## config.mk

```make
export PLATFORM = sky130hd
export DESIGN_NAME = rmvg_div_cell
export DESIGN_NICKNAME = d
export VERILOG_FILES = /design/src/sv/rmvg_pkg.sv /design/src/sv/rmvg_div_cell.sv
export SDC_FILE = /design/constraint.sdc
export NUM_CORES = 1
export LEC_CHECK = 0
export BUFFER_PORTS_ARGS = -buffer_cell sky130_fd_sc_hd__buf_2
export CORE_AREA = 2 2 87 89
export CTS_CLUSTER_SIZE = 10
export DETAILED_ROUTE_END_ITERATION = 12
export DIE_AREA = 0 0 89 91
export PLACE_DENSITY = 0.73
export SYNTH_ARGS = -nofsm -noshare
export SYNTH_HDL_FRONTEND = slang
export SYNTH_SLANG_ARGS = --single-unit
```

## constraint.sdc

```tcl
create_clock -name clk -period 3.1 [get_ports clk]
set_clock_uncertainty 0.1 [all_clocks]
set_input_delay 0 -clock clk [delete_from_list [all_inputs] [get_ports clk]]
set_output_delay 0 -clock clk [all_outputs]
set_load 0.01 [all_outputs]
```

## src/sv/rmvg_pkg.sv

```systemverilog
// Shared types, constants and arithmetic helpers for the ring mesh vertex generator.
package rmvg_pkg;

  localparam int INDEX_BITS_DEF   = 12;
  localparam int CORDIC_STEPS_DEF = 16;
  localparam int ATAN_ENTRIES     = 24;

  localparam int DIV_W   = 13;  // divisions register
  localparam int RAD_W   = 16;  // radius registers, Q8.8
  localparam int QUO_W   = 33;  // floor(k * 2^32 / d), reaches 2^32 on the closing step
  localparam int PH_W    = 32;
  localparam int CW      = 33;  // CORDIC datapath, Q2.30 plus headroom
  localparam int TRIG_W  = 17;  // Q1.15 held so that 1.0 is exact
  localparam int U_W     = 17;
  localparam int VN_W    = 15;
  localparam int POS_W   = 17;
  localparam int PROD_W  = 34;
  localparam int CMP_W   = 17;  // wide enough for any index and divisions
  localparam int SLOT_W  = 3;
  localparam int CFG_IDX_W = 2;
  localparam int CFG_DATA_W = 16;

  localparam int VERTS_PER_SEG = 6;
  localparam logic [SLOT_W-1:0] SLOT_LAST = 3'd5;

  localparam logic [CFG_IDX_W-1:0] REG_DIVISIONS    = 2'd0;
  localparam logic [CFG_IDX_W-1:0] REG_OUTER_RADIUS = 2'd1;
  localparam logic [CFG_IDX_W-1:0] REG_INNER_RADIUS = 2'd2;

  localparam logic [DIV_W-1:0] DIVISIONS_RST    = 13'd32;
  localparam logic [RAD_W-1:0] OUTER_RADIUS_RST = 16'd256;
  localparam logic [RAD_W-1:0] INNER_RADIUS_RST = 16'd128;

  // pi * 2^30 split into two 16-bit halves for the phase-to-radian product
  localparam logic [15:0] PI_Q30_HI = 16'hC90F;
  localparam logic [15:0] PI_Q30_LO = 16'hDAA2;
  localparam logic [CW-1:0] CORDIC_GAIN_Q30 = 33'd652032874;

  typedef struct packed {
    logic [VN_W-1:0] vnum;  // segment index times six
    logic            hi;    // second angle of the segment
    logic            bad;
  } meta_t;

  typedef struct packed {
    logic             v;
    meta_t            m;
    logic [DIV_W-1:0] rem;
    logic [QUO_W-1:0] quo;
  } div_st_t;

  typedef struct packed {
    logic           v;
    meta_t          m;
    logic [1:0]     quad;
    logic [U_W-1:0] u;
    logic [CW-1:0]  x;
    logic [CW-1:0]  y;
    logic [CW-1:0]  z;
  } cor_st_t;

  typedef struct packed {
    logic              v;
    meta_t             m;
    logic [TRIG_W-1:0] s;
    logic [TRIG_W-1:0] c;
    logic [U_W-1:0]    u;
  } trig_t;

  function automatic logic [CW-1:0] atan_q30(input int i);
    logic [CW-1:0] a;
    case (i)
      0:  a = 33'd843314856;
      1:  a = 33'd497837829;
      2:  a = 33'd263043836;
      3:  a = 33'd133525158;
      4:  a = 33'd67021686;
      5:  a = 33'd33543515;
      6:  a = 33'd16775850;
      7:  a = 33'd8388437;
      8:  a = 33'd4194282;
      9:  a = 33'd2097149;
      10: a = 33'd1048575;
      11: a = 33'd524287;
      12: a = 33'd262143;
      13: a = 33'd131071;
      14: a = 33'd65535;
      15: a = 33'd32767;
      16: a = 33'd16383;
      17: a = 33'd8191;
      18: a = 33'd4095;
      19: a = 33'd2047;
      20: a = 33'd1023;
      21: a = 33'd511;
      22: a = 33'd255;
      23: a = 33'd127;
      default: a = '0;
    endcase
    return a;
  endfunction

  // Q2.30 to Q1.15, round half up, clamp to +-1.0
  function automatic logic [TRIG_W-1:0] round_trig(input logic [CW-1:0] v);
    logic signed [CW-1:0] t;
    logic signed [CW-1:0] r;
    logic [TRIG_W-1:0]    o;
    t = $signed(v) + $signed(CW'(16384));
    r = t >>> 15;
    if (r > $signed(CW'(32768)))
      o = 17'h08000;
    else if (r < -$signed(CW'(32768)))
      o = 17'h18000;
    else
      o = r[TRIG_W-1:0];
    return o;
  endfunction

  // Q.23 product to Q8.8, round half up, clamp to +-65535
  function automatic logic [POS_W-1:0] round_pos(input logic [PROD_W-1:0] p);
    logic signed [PROD_W-1:0] t;
    logic signed [PROD_W-1:0] r;
    logic [POS_W-1:0]         o;
    t = $signed(p) + $signed(PROD_W'(16384));
    r = t >>> 15;
    if (r > $signed(PROD_W'(65535)))
      o = 17'h0FFFF;
    else if (r < -$signed(PROD_W'(65535)))
      o = 17'h10001;
    else
      o = r[POS_W-1:0];
    return o;
  endfunction

  // Slot order: outer(k), outer(k+1), inner(k), inner(k), outer(k+1), inner(k+1)
  function automatic logic slot_step(input logic [SLOT_W-1:0] s);
    logic b;
    case (s)
      3'd1, 3'd4, 3'd5: b = 1'b1;
      default:          b = 1'b0;
    endcase
    return b;
  endfunction

  function automatic logic slot_inner(input logic [SLOT_W-1:0] s);
    logic b;
    case (s)
      3'd2, 3'd3, 3'd5: b = 1'b1;
      default:          b = 1'b0;
    endcase
    return b;
  endfunction

endpackage

```

## src/sv/rmvg_div_cell.sv

```systemverilog
// One restoring-division cell: produces one bit of floor(k * 2^32 / divisions).
module rmvg_div_cell
  import rmvg_pkg::*;
#(
  parameter bit FirstCell = 1'b0
) (
  input  logic             clk,
  input  logic             rst_n,
  input  logic             adv,
  input  logic [DIV_W-1:0] divisor,
  input  div_st_t          prev,
  output div_st_t          cur
);

  div_st_t        cur_r;
  div_st_t        cur_nxt;
  logic [DIV_W:0] dbl;
  logic           ge;

  always_comb begin
    // first cell takes the integer bit, the rest shift the remainder up
    dbl = FirstCell ? {1'b0, prev.rem} : {prev.rem, 1'b0};
    ge  = dbl >= {1'b0, divisor};
    cur_nxt     = prev;
    cur_nxt.rem = ge ? DIV_W'(dbl - {1'b0, divisor}) : dbl[DIV_W-1:0];
    cur_nxt.quo = {prev.quo[QUO_W-2:0], ge};
  end

  always_ff @(posedge clk) begin
    if (!rst_n) begin
      cur_r.v <= 1'b0;
    end else if (adv) begin
      cur_r <= cur_nxt;
    end
  end

  assign cur = cur_r;

endmodule

```

==> results.ini <==
[layout]
layout.nets = 487
layout-drive-gt1-share_pct = 44.0
fillCellCount = 568
synthToLayoutAreaGrowth_pct = 58.7
largest_register_ffs = 64
final_core_util_pct = 62.4
final_common_cell = buf_2
layout_common_cells = buf_2, dlygate4sd3_1, edfxtp_1

[sta]
fin_crit_sh_pct = 83.2
report.final.slew_viol_count = 0
hold_violations = 0
rsz0062_at_grt = no
setup_viol = 0
holdWs_ns = 0.168
fin_crit_ns = 2.58
tns_ns = 0
fmax_mhz = 388
slew_headroom_pct = 61.5
tightest_slew_ns = 0.577

[die]
coreArea_um2 = 7140
ios = 144
die-height_um = 91
initial_core_util_pct = 39.3
rows = 31
die-area_um2 = 8100
fp.dieW_um = 89

[drt]
drc = 0
routed.top_layer = met4
wl_met3_um = 698
routed_wl_um = 8010
firstDrtPassIters = 4
detail-route-antenna-nets = 0
met2_length_um = 4150
wl_per_cell_um = 16.0
avgViaCountPerCell = 4.69
num_vias = 2340
met1Wirelength_um = 2950
initialDrtViolationCount = 89

[clocking]
clk_pin_slew_worst_paths_ns = 0.07
ctsResizeCount = 0
root_buffer = clkbuf_8
clk_path_buf_depth = 2
tritoncts = done
clk_latency_ns = 0.32
cts-buffers-inserted = 9
htree_levels = 3
cts_num_sinks = 64

[power_and_ir_drop]
power.leakage_nw = 1.99
ir_drop_mv = 0.177
pwr_density_cell_nw_per_um2 = 467

[setup_path]
startpoint_type = input port
r2r_start = cur[63]
end_kind = flop
cp_slowest_stage_delay_ns = 0.57
r2r_slack_ns = 1.85
crit_arrival_ns = 2.55
cp_slowest_cell = dlygate4sd3_1
crit-reg2reg-capture = cur[63]
reg2reg_depth = 3
criticalPathCategory = input port to flop
critPathMaxFanout = 7
crit_chain = dlygate4sd3_1 > buf_2 > ha_1 > a21oi_1 > a21oi_1 > o21ai_0 > a31oi_1 > dlygate4sd3_1
cp.required_ns = 3.07

[global_routing]
grt_pass1_vias = 2434
grt_pass1_wl_um = 12000
grt_max_degree = 46
gr-total-overflow = 0
antenna_found_initial = 1
grt_util_all_layers_pct = 19.7

[job]
maxCapViolCount = 0

[logic_synthesis]
synth-main-ff-cell = edfxtp_1
syn_nets = 271
synth_warnings = 0
ys_async_sr_fraction_pct = 0
seq_area_frac_synth_pct = 68.1
ys_ff_latch = 64
ys_types = 34
synth_cells = 177
synth_area_um2 = 2810
post_synth.cell_area_avg_um2 = 15.9
synth_edf_count = 63

[placed_design]
place.gp.congestion = 0.798
dp_hpwl_um = 4850
portBuffers = 142

[hold_path]
hp-start = divisor[1]
holdPathEnd = cur[34]
min_path_cells = 4
min_path_type = input port to flop

[status]
status = complete, no violations

[worst max path at each step]
stage	startpoint	endpoint	slack, ns	cells past startpoint
after CTS	prev[40]	cur[33]	0.55	8
final	prev[40]	cur[33]	0.52	8
after detailed placement	divisor[0]	cur[44]	0.72	9
after floorplan	divisor[0]	cur[36]	0.92	8
after global placement	divisor[0]	cur[43]	0.75	9
after global routing	prev[40]	cur[41]	0.38	8
[cell families after synthesis]
family / Yosys count / share of synthesized area [%]
buffers and inverters: 17 / 2.54
flip-flops: 64 / 68.1
multiplexers: 16 / 7.44
AO/OA/AOI/OAI: 31 / 7.40
adder cells (fa/ha/maj): 14 / 6.51
XOR/XNOR: 10 / 3.12
AND/OR/NAND/NOR: 25 / 4.90
[metal layers]
layer  up-vias  GRT usage [%]
met5         -              0
met4         0           8.33
met3        19           5.91
met2       121           35.2
met1      1098           21.1
li1       1102              -
[area by class of cell]
class	count	area [um2]	share of cell area [%]
sequential	64	1910	42.9
timing repair buffer	209	1380	30.9
multi-input combinational	96	826	18.5
clock buffer	10	128	2.86
tap	99	124	2.78
inverter	13	48.8	1.10
clock inverter	6	36.3	0.814
antenna	2	5.00	0.112
[power breakdown]
| group | internal, W | leakage (nW) | switching, W |
|---|---|---|---|
| combinational | 0.000235 | 1.31 | 0.000205 |
| sequential | 0.00103 | 0.600 | 0.0000184 |
| clock | 0.000286 | 0.0858 | 0.000308 |
[cells in the mapped netlist, types with 2 or more instances]
library cell,n,area [um2]
mux2i_1,4,40.0
mux2_4,9,135
nand3_1,5,25.0
a21o_1,5,37.5
xnor2_1,5,43.8
mux2_2,3,33.8
nor2_1,3,11.3
a31oi_1,3,18.8
nor2b_1,3,18.8
o21ai_0,4,20.0
and3_1,2,12.5
clkbuf_1,3,11.3
xor2_1,5,43.8
nand2_1,7,26.3
a21oi_1,10,50.1
o21a_1,2,15.0
ha_1,13,163
edfxtp_1,63,1890
inv_1,13,48.8
[critical path, delay by kind of cell]
kind | cells | cell delay (ns)
fa+ha+maj | 1 | 0.35
buf+inv | 3 | 1.27
compound gates | 4 | 0.92
[timing repair]
item                                   CTS  global route
buffers inserted                         0             0
endpoints found under the hold margin   63             0
hold buffers                            65             0
[per-stage QoR]
| stage | instances | instance area, um2 | power [W] | setup WS (ns) |
|---|---|---|---|---|
| final | 499 | 4460 | 0.00208 | 0.522 |
| after global routing | 498 | 4450 | 0.00218 | 0.379 |
| after CTS | 497 | 4450 | 0.00209 | 0.547 |
| after detailed placement | 416 | 3640 | 0.00143 | 0.722 |
| after global placement | 416 | 3640 | 0.00142 | 0.745 |
| after floorplan | 177 | 2810 | 0.00129 | 0.916 |
(Power assumes the default switching activity.)
