## src/sv/rmvg_pkg.sv

```systemverilog
// Shared types, constants and arithmetic helpers for the ring mesh vertex generator.
package rmvg_pkg;

  localparam int INDEX_BITS_DEF   = 12;
  localparam int CORDIC_STEPS_DEF = 16;
  localparam int ATAN_ENTRIES     = 24;

  localparam int DIV_W   = 13;  // divisions register
  localparam int RAD_W   = 16;  // radius registers, Q8.8
  localparam int QUO_W   = 33;  // floor(k * 2^32 / d), reaches 2^32 on the closing step
  localparam int PH_W    = 32;
  localparam int CW      = 33;  // CORDIC datapath, Q2.30 plus headroom
  localparam int TRIG_W  = 17;  // Q1.15 held so that 1.0 is exact
  localparam int U_W     = 17;
  localparam int VN_W    = 15;
  localparam int POS_W   = 17;
  localparam int PROD_W  = 34;
  localparam int CMP_W   = 17;  // wide enough for any index and divisions
  localparam int SLOT_W  = 3;
  localparam int CFG_IDX_W = 2;
  localparam int CFG_DATA_W = 16;

  localparam int VERTS_PER_SEG = 6;
  localparam logic [SLOT_W-1:0] SLOT_LAST = 3'd5;

  localparam logic [CFG_IDX_W-1:0] REG_DIVISIONS    = 2'd0;
  localparam logic [CFG_IDX_W-1:0] REG_OUTER_RADIUS = 2'd1;
  localparam logic [CFG_IDX_W-1:0] REG_INNER_RADIUS = 2'd2;

  localparam logic [DIV_W-1:0] DIVISIONS_RST    = 13'd32;
  localparam logic [RAD_W-1:0] OUTER_RADIUS_RST = 16'd256;
  localparam logic [RAD_W-1:0] INNER_RADIUS_RST = 16'd128;

  // pi * 2^30 split into two 16-bit halves for the phase-to-radian product
  localparam logic [15:0] PI_Q30_HI = 16'hC90F;
  localparam logic [15:0] PI_Q30_LO = 16'hDAA2;
  localparam logic [CW-1:0] CORDIC_GAIN_Q30 = 33'd652032874;

  typedef struct packed {
    logic [VN_W-1:0] vnum;  // segment index times six
    logic            hi;    // second angle of the segment
    logic            bad;
  } meta_t;

  typedef struct packed {
    logic             v;
    meta_t            m;
    logic [DIV_W-1:0] rem;
    logic [QUO_W-1:0] quo;
  } div_st_t;

  typedef struct packed {
    logic           v;
    meta_t          m;
    logic [1:0]     quad;
    logic [U_W-1:0] u;
    logic [CW-1:0]  x;
    logic [CW-1:0]  y;
    logic [CW-1:0]  z;
  } cor_st_t;

  typedef struct packed {
    logic              v;
    meta_t             m;
    logic [TRIG_W-1:0] s;
    logic [TRIG_W-1:0] c;
    logic [U_W-1:0]    u;
  } trig_t;

  function automatic logic [CW-1:0] atan_q30(input int i);
    logic [CW-1:0] a;
    case (i)
      0:  a = 33'd843314856;
      1:  a = 33'd497837829;
      2:  a = 33'd263043836;
      3:  a = 33'd133525158;
      4:  a = 33'd67021686;
      5:  a = 33'd33543515;
      6:  a = 33'd16775850;
      7:  a = 33'd8388437;
      8:  a = 33'd4194282;
      9:  a = 33'd2097149;
      10: a = 33'd1048575;
      11: a = 33'd524287;
      12: a = 33'd262143;
      13: a = 33'd131071;
      14: a = 33'd65535;
      15: a = 33'd32767;
      16: a = 33'd16383;
      17: a = 33'd8191;
      18: a = 33'd4095;
      19: a = 33'd2047;
      20: a = 33'd1023;
      21: a = 33'd511;
      22: a = 33'd255;
      23: a = 33'd127;
      default: a = '0;
    endcase
    return a;
  endfunction

  // Q2.30 to Q1.15, round half up, clamp to +-1.0
  function automatic logic [TRIG_W-1:0] round_trig(input logic [CW-1:0] v);
    logic signed [CW-1:0] t;
    logic signed [CW-1:0] r;
    logic [TRIG_W-1:0]    o;
    t = $signed(v) + $signed(CW'(16384));
    r = t >>> 15;
    if (r > $signed(CW'(32768)))
      o = 17'h08000;
    else if (r < -$signed(CW'(32768)))
      o = 17'h18000;
    else
      o = r[TRIG_W-1:0];
    return o;
  endfunction

  // Q.23 product to Q8.8, round half up, clamp to +-65535
  function automatic logic [POS_W-1:0] round_pos(input logic [PROD_W-1:0] p);
    logic signed [PROD_W-1:0] t;
    logic signed [PROD_W-1:0] r;
    logic [POS_W-1:0]         o;
    t = $signed(p) + $signed(PROD_W'(16384));
    r = t >>> 15;
    if (r > $signed(PROD_W'(65535)))
      o = 17'h0FFFF;
    else if (r < -$signed(PROD_W'(65535)))
      o = 17'h10001;
    else
      o = r[POS_W-1:0];
    return o;
  endfunction

  // Slot order: outer(k), outer(k+1), inner(k), inner(k), outer(k+1), inner(k+1)
  function automatic logic slot_step(input logic [SLOT_W-1:0] s);
    logic b;
    case (s)
      3'd1, 3'd4, 3'd5: b = 1'b1;
      default:          b = 1'b0;
    endcase
    return b;
  endfunction

  function automatic logic slot_inner(input logic [SLOT_W-1:0] s);
    logic b;
    case (s)
      3'd2, 3'd3, 3'd5: b = 1'b1;
      default:          b = 1'b0;
    endcase
    return b;
  endfunction

endpackage

```

## src/sv/rmvg_if.sv

```systemverilog


interface rmvg_out_if;
  logic               valid;
  logic               ready;
  logic [14:0]        vertex_number;
  logic signed [16:0] pos_x;
  logic signed [16:0] pos_y;
  logic [16:0]        tex_u;
  logic               tex_v;
  logic               bad_index;
  logic               last;
  modport source (output valid, output vertex_number, output pos_x, output pos_y,
                  output tex_u, output tex_v, output bad_index, output last, input ready);
  modport sink (input valid, input vertex_number, input pos_x, input pos_y,
                input tex_u, input tex_v, input bad_index, input last, output ready);
endinterface


```

## src/sv/rmvg_vertex_out.sv

```systemverilog
// Pairs a segment's two angles; emits six vertices (one if bad), one per cycle unless stalled.
module rmvg_vertex_out
  import rmvg_pkg::*;
(
  input  logic             clk,
  input  logic             rst_n,
  input  logic             adv,
  input  trig_t            tail,
  input  logic [RAD_W-1:0] outer_radius,
  input  logic [RAD_W-1:0] inner_radius,
  output logic             take_ready,
  rmvg_out_if.source       out_chan
);

  // first angle of the pending segment
  logic [TRIG_W-1:0] h_s_r, h_c_r;
  logic [U_W-1:0]    h_u_r;

  // segment being emitted
  logic              item_v_r;
  logic [SLOT_W-1:0] slot_r;
  logic [TRIG_W-1:0] s0_r, c0_r, s1_r, c1_r;
  logic [U_W-1:0]    u0_r, u1_r;
  logic [VN_W-1:0]   vnum_r;
  logic              bad_r;

  // product stage
  logic                     b_v_r;
  logic signed [PROD_W-1:0] px_r, py_r;
  logic [VN_W-1:0]          b_vn_r;
  logic [U_W-1:0]           b_u_r;
  logic                     b_tv_r, b_bad_r, b_last_r;

  // output register
  logic             o_v_r;
  logic [VN_W-1:0]  o_vn_r;
  logic [POS_W-1:0] o_x_r, o_y_r;
  logic [U_W-1:0]   o_u_r;
  logic             o_tv_r, o_bad_r, o_last_r;

  logic              adv_out, issue, done, tail_final, load, half_we;
  logic              st, inn;
  logic [TRIG_W-1:0] sel_s, sel_c;
  logic [U_W-1:0]    sel_u;
  logic [RAD_W-1:0]  sel_r;
  logic [POS_W-1:0]  rx;

  assign adv_out    = !o_v_r || out_chan.ready;
  assign issue      = item_v_r && (!b_v_r || adv_out);
  assign done       = bad_r || (slot_r == SLOT_LAST);
  assign take_ready = !item_v_r || (issue && done);
  assign tail_final = tail.m.hi || tail.m.bad;
  assign load       = adv && tail.v && tail_final;
  assign half_we    = adv && tail.v && !tail_final;

  always_comb begin
    st    = slot_step(slot_r);
    inn   = slot_inner(slot_r);
    sel_s = st ? s1_r : s0_r;
    sel_c = st ? c1_r : c0_r;
    sel_u = st ? u1_r : u0_r;
    sel_r = inn ? inner_radius : outer_radius;
    if (bad_r) begin
      sel_s = '0;
      sel_c = '0;
      sel_u = '0;
    end
  end

  always_ff @(posedge clk) begin
    if (half_we) begin
      h_s_r <= tail.s;
      h_c_r <= tail.c;
      h_u_r <= tail.u;
    end
    if (load) begin
      s0_r   <= h_s_r;
      c0_r   <= h_c_r;
      u0_r   <= h_u_r;
      s1_r   <= tail.s;
      c1_r   <= tail.c;
      u1_r   <= tail.u;
      vnum_r <= tail.m.bad ? '0 : tail.m.vnum;
      bad_r  <= tail.m.bad;
    end
  end

  always_ff @(posedge clk) begin
    if (!rst_n) begin
      item_v_r <= 1'b0;
      slot_r   <= '0;
    end else if (load) begin
      // a new segment lands in the same cycle the old one retires
      item_v_r <= 1'b1;
      slot_r   <= '0;
    end else if (issue) begin
      if (done) begin
        item_v_r <= 1'b0;
        slot_r   <= '0;
      end else begin
        slot_r <= slot_r + 1'b1;
      end
    end
  end

  always_ff @(posedge clk) begin
    if (!rst_n) begin
      b_v_r <= 1'b0;
    end else if (!b_v_r || adv_out) begin
      b_v_r <= issue;
    end
  end

  always_ff @(posedge clk) begin
    if (issue) begin
      px_r     <= $signed(sel_s) * $signed({1'b0, sel_r});
      py_r     <= $signed(sel_c) * $signed({1'b0, sel_r});
      b_vn_r   <= vnum_r + VN_W'(slot_r);
      b_u_r    <= sel_u;
      b_tv_r   <= inn && !bad_r;
      b_bad_r  <= bad_r;
      b_last_r <= done;
    end
  end

  assign rx = round_pos(px_r);

  always_ff @(posedge clk) begin
    if (!rst_n) begin
      o_v_r <= 1'b0;
    end else if (adv_out) begin
      o_v_r <= b_v_r;
    end
  end

  always_ff @(posedge clk) begin
    if (adv_out && b_v_r) begin
      o_vn_r   <= b_vn_r;
      o_x_r    <= POS_W'(-rx);
      o_y_r    <= round_pos(py_r);
      o_u_r    <= b_u_r;
      o_tv_r   <= b_tv_r;
      o_bad_r  <= b_bad_r;
      o_last_r <= b_last_r;
    end
  end

  assign out_chan.valid         = o_v_r;
  assign out_chan.vertex_number = o_vn_r;
  assign out_chan.pos_x         = $signed(o_x_r);
  assign out_chan.pos_y         = $signed(o_y_r);
  assign out_chan.tex_u         = o_u_r;
  assign out_chan.tex_v         = o_tv_r;
  assign out_chan.bad_index     = o_bad_r;
  assign out_chan.last          = o_last_r;

endmodule

```

## src/flat_wrapper.sv

```systemverilog
// flat-port wrapper written by rule: the top's interface ports become plain ports
module rmvg_vertex_out_flat import rmvg_pkg::*;
  (clk, rst_n, adv, tail, outer_radius, inner_radius, take_ready, out_chan_valid, out_chan_vertex_number, out_chan_pos_x, out_chan_pos_y, out_chan_tex_u, out_chan_tex_v, out_chan_bad_index, out_chan_last, out_chan_ready);
  rmvg_out_if out_chan_i ();
  input  logic clk;
  input  logic rst_n;
  input  logic adv;
  input  trig_t tail;
  input  logic [RAD_W-1:0] outer_radius;
  input  logic [RAD_W-1:0] inner_radius;
  output logic take_ready;
  output wire logic [$bits(out_chan_i.valid)-1:0] out_chan_valid;
  output wire logic [$bits(out_chan_i.vertex_number)-1:0] out_chan_vertex_number;
  output wire logic [$bits(out_chan_i.pos_x)-1:0] out_chan_pos_x;
  output wire logic [$bits(out_chan_i.pos_y)-1:0] out_chan_pos_y;
  output wire logic [$bits(out_chan_i.tex_u)-1:0] out_chan_tex_u;
  output wire logic [$bits(out_chan_i.tex_v)-1:0] out_chan_tex_v;
  output wire logic [$bits(out_chan_i.bad_index)-1:0] out_chan_bad_index;
  output wire logic [$bits(out_chan_i.last)-1:0] out_chan_last;
  input wire logic [$bits(out_chan_i.ready)-1:0] out_chan_ready;
  assign out_chan_valid = out_chan_i.valid;
  assign out_chan_vertex_number = out_chan_i.vertex_number;
  assign out_chan_pos_x = out_chan_i.pos_x;
  assign out_chan_pos_y = out_chan_i.pos_y;
  assign out_chan_tex_u = out_chan_i.tex_u;
  assign out_chan_tex_v = out_chan_i.tex_v;
  assign out_chan_bad_index = out_chan_i.bad_index;
  assign out_chan_last = out_chan_i.last;
  assign out_chan_i.ready = out_chan_ready;
  rmvg_vertex_out u_core (.clk(clk), .rst_n(rst_n), .adv(adv), .tail(tail), .outer_radius(outer_radius), .inner_radius(inner_radius), .take_ready(take_ready), .out_chan(out_chan_i));
endmodule
```

## config.mk

```make
export PLATFORM = sky130hd
export DESIGN_NAME = rmvg_vertex_out_flat
export DESIGN_NICKNAME = d
export VERILOG_FILES = /design/src/sv/rmvg_pkg.sv /design/src/sv/rmvg_if.sv /design/src/sv/rmvg_vertex_out.sv /design/src/flat_wrapper.sv
export SDC_FILE = /design/constraint.sdc
export NUM_CORES = 2
export LEC_CHECK = 0
export ABC_AREA = 0
export CAP_MARGIN = 20
export CELL_PAD_IN_SITES_DETAIL_PLACEMENT = 1
export CELL_PAD_IN_SITES_GLOBAL_PLACEMENT = 2
export CORE_MARGIN = 8
export CORE_UTILIZATION = 47
export DETAILED_ROUTE_END_ITERATION = 8
export DONT_BUFFER_PORTS = 1
export PLACE_DENSITY_LB_ADDON = 0.1
export SYNTH_ARGS = -nofsm -noshare
export SYNTH_HDL_FRONTEND = slang
export SYNTH_SLANG_ARGS = --single-unit
```

## constraint.sdc

```tcl
create_clock -name clk -period 12.4 [get_ports clk]
set_input_delay 0.62 -clock clk [delete_from_list [all_inputs] [get_ports clk]]
set_output_delay 0.62 -clock clk [all_outputs]
set_load 0.01 [all_outputs]
```

==> out/results.tsv <==
stage	metric	value	unit
outcome	status	completed	
cells_and_area	synthesis-to-layout area growth	7.58	%
setup_path	cell repeated most along the worst path	fa_1	
min_path	hold path endpoint	u_core.h_c_r[15]	
clocking	CTS tree	yes	
global_routing	first-pass GRT wire length	145000	microns
cells_and_area	Non-Filler Instances	4108	
cells_and_area	Nets	3989	
clocking	PostCTS Resize Cnt	0	
clocking	Clk Latency, worst-skew pair	0.56	ns
global_routing	GRT Total Usage	23.9	%
clocking	Worst-path clk slew	0.06	ns
die	die area	78200	sq um
place	Placed Area	33800	sq um
routing	drt wl/cell	22.0	microns
sta	final setup violation count	0	
synth	post-synthesis mux area share	1.23	%
sta	Tmin final	9.12	ns
synth	Seq cells post-synth	319	
power	leakage	16.0	nW
setup_path	reg-to-reg setup timing slack	3.28	ns
die	num rows	96	
clocking	clock sink count	319	
run	maxcap violations	0	
power	maximum vdd drop	0.217	mV
synth	synthesized instance count	3167	
synth	sequential share of the synthesized area	29.1	%
global_routing	initial antenna violation count	0	
setup_path	worst setup path class	flop to flop	
setup_path	Worst EP required	12.71	ns
synth	xor and xnor area share after synthesis	2.95	%
clocking	CTS buffer count	38	
place	DP HPWL	72600	microns
routing	First-pass DRT Iterations	5	
setup_path	Worst setup SP type	flop	
setup_path	worst r2r src	u_core.slot_r[1]	
routing	Vias/cell	5.27	
routing	Post-DRT Antenna Nets	0	
synth	Syn. warnings	0	
clocking	Root Buffer	clkbuf_16	
cells_and_area	multi-input logic area	20200	sq um
synth	Distinct cells, synth	58	
setup_path	kind of cell adding the most delay to the critical path	adder cells	
setup_path	Buf/Inv on CP	5	
clocking	cts hold-fix bufs	0	
setup_path	worst-path fanout max	51	
routing	WL final	90600	microns
sta	pin slew with the least headroom to its limit	1.18	ns
setup_path	CP Depth	25	
sta	fmax	110	MHz
min_path	worst min path class	primary input to flop	
setup_path	CP arrival	9.43	ns
setup_path	R2R cell count	25	
power	pwr/cell area	194	nW/um^2
place	PortBufs	0	
global_routing	vias in the first global route	25300	
synth	Post-synth ARST share	0	%
clocking	Setup Fix Bufs, Post-CTS	0	
synth	largest family of logic cells by synthesized area	adder cells	
sta	Slew Limit Fails	0	
cells_and_area	# diodes	0	
min_path	Worst Hold Depth	0	
cells_and_area	layout cell share with drive strength beyond 1	4.53	%
sta	hold_ws	0.155	ns
synth	Adder-Cell Fraction of Synth Area	40.9	%
cells_and_area	Fill cells	7558	
setup_path	crit-path max cell delay	0.92	ns
clocking	H-tree levels	2	
die	die extent in x	280	microns
sta	Sum Neg Setup Slack	0	ns
sta	Slew headroom	21.6	%
global_routing	Overflow after GRT	0	
die	Core ar.	68700	sq um
sta	RSZ-0062 raised after global routing	no	
routing	Via Count	21700	
synth	Synth Area in Compound Gates	4.94	%
power	overall power	6.82	mW
die	IO Count	176	
cells_and_area	register area	9520	sq um
die	Starting Density	47.6	%
synth	Post-Syn Area	32700	sq um
global_routing	largest net degree at the start of global routing	88	
place	placed insts	4034	
min_path	min-delay src	tail[32]	
synth	Post-synth EDFFs	313	
synth	simple-gate share of the synthesized area	11.4	%
routing	number of remaining DRC errors	0	
place	Placer Congestion	0.873	
synth	Syn Area/Cell	10.3	sq um
setup_path	Reg-to-Reg End	u_core.py_r[29]	
sta	final hold vios	0	
cells_and_area	finished layout cell area	35100	sq um
clocking	clock tree buffer depth	3	
die	Die Y	280	microns
setup_path	Critical Path Sink Type	flop	
sta	clk_skew	0.0177	ns
sta	Tcrit/Tclk final	73.6	%
synth	syn_nets	4008	
synth	Main synth FF type	edfxtp_1	
routing	Initial DRC Count	957	
setup_path	Crit-path slowest cell	a21oi_1	
-- where the power goes --
group	switching, mW	leakage [nW]	total, mW	internal (mW)
clock	0.451	0.598	1.11	0.656
combinational	2.34	12.5	4.06	1.71
sequential	0.136	2.91	1.66	1.52
-- how the worst max path moves through the flow --
stage                     startpoint              end  slack (ns)
floorplan           u_core.slot_r[0]  u_core.py_r[29]        4.36
global placement    u_core.slot_r[0]  u_core.py_r[33]        2.97
detailed placement  u_core.slot_r[0]  u_core.py_r[33]        2.95
CTS                 u_core.slot_r[0]  u_core.py_r[33]        2.85
global route        u_core.slot_r[1]  u_core.py_r[33]        2.76
finish              u_core.slot_r[1]  u_core.py_r[29]        3.28
-- flip-flops by register name, indices dropped and copies added (netlist names), 17 cells and up --
signal,count
u_core.c1_r,17
u_core.h_s_r,17
u_core.c0_r,17
u_core.px_r,20
u_core.u0_r,17
u_core.out_chan.pos_x,17
u_core.s1_r,17
u_core.u1_r,17
u_core.b_u_r,17
u_core.h_c_r,17
u_core.out_chan.pos_y,17
u_core.h_u_r,17
u_core.s0_r,17
u_core.py_r,20
u_core.out_chan.tex_u,17
-- cell families after synthesis --
group | count (synthesis)
compound gates | 259
xor+xnor | 110
fa+ha+maj | 736
simple gates | 892
flops | 319
buf+inv | 814
mux | 37
-- Yosys cell counts, drive strengths merged, types with 9 or more instances --
| cell | number | area, sq um |
|---|---|---|
| edfxtp | 313 | 9400 |
| clkbuf | 86 | 324 |
| and3 | 15 | 93.8 |
| fa | 555 | 11100 |
| mux2i | 23 | 243 |
| nand2 | 465 | 1750 |
| a31oi | 9 | 56.3 |
| o21a | 11 | 82.6 |
| nor4 | 9 | 68.8 |
| nor2b | 22 | 138 |
| xnor2 | 81 | 709 |
| nand3 | 39 | 200 |
| a211oi | 9 | 67.6 |
| mux2 | 14 | 158 |
| nor2 | 272 | 1020 |
| xor2 | 29 | 254 |
| ha | 181 | 2260 |
| o21ai | 44 | 220 |
| buf | 20 | 93.8 |
| nor3 | 17 | 85.1 |
| a21oi | 97 | 485 |
| nand2b | 12 | 75.1 |
| inv | 708 | 2660 |
| a21o | 50 | 375 |
| nand4 | 14 | 93.8 |
-- layout make-up --
class                      instances  share of cell area [%]
multi-input combinational       2034                    57.4
sequential                       319                    27.1
inverter                         708                    7.57
tap                              931                    3.31
clock buffer                      48                    2.81
timing repair buffer              47                    1.13
clock inverter                    21                   0.719
-- through the flow --
stage | worst slack [ns] | util (%)
floorplan | 4.36 | -
global placement | 2.97 | 49.2
detailed placement | 2.95 | 49.2
CTS | 2.85 | 51.1
global route | 2.76 | 51.2
finish | 3.28 | 51.2
-- cell usage in the layout, fill, tap and decap left out, types with 29 or more instances in the layout --
cell / count
edfxtp_1: 313
fa_1: 555
o21ai_0: 44
buf_4: 42
nand2_1: 465
nor2_1: 272
clkbuf_16: 38
xor2_1: 29
a21oi_1: 93
ha_1: 181
inv_1: 706
a21o_1: 50
xnor2_1: 81
nand3_1: 38
-- metal layers --
| layer | track usage, % | up-vias | routed length (microns) |
|---|---|---|---|
| met2 | 45.0 | 419 | 48500 |
| li1 | - | 9697 | - |
| met3 | 3.11 | 142 | 3770 |
| met4 | 7.70 | 0 | 3090 |
| met1 | 27.9 | 11400 | 35200 |
| met5 | 0 | - | 0 |
Note: power is estimated with default switching activity, not from simulation.
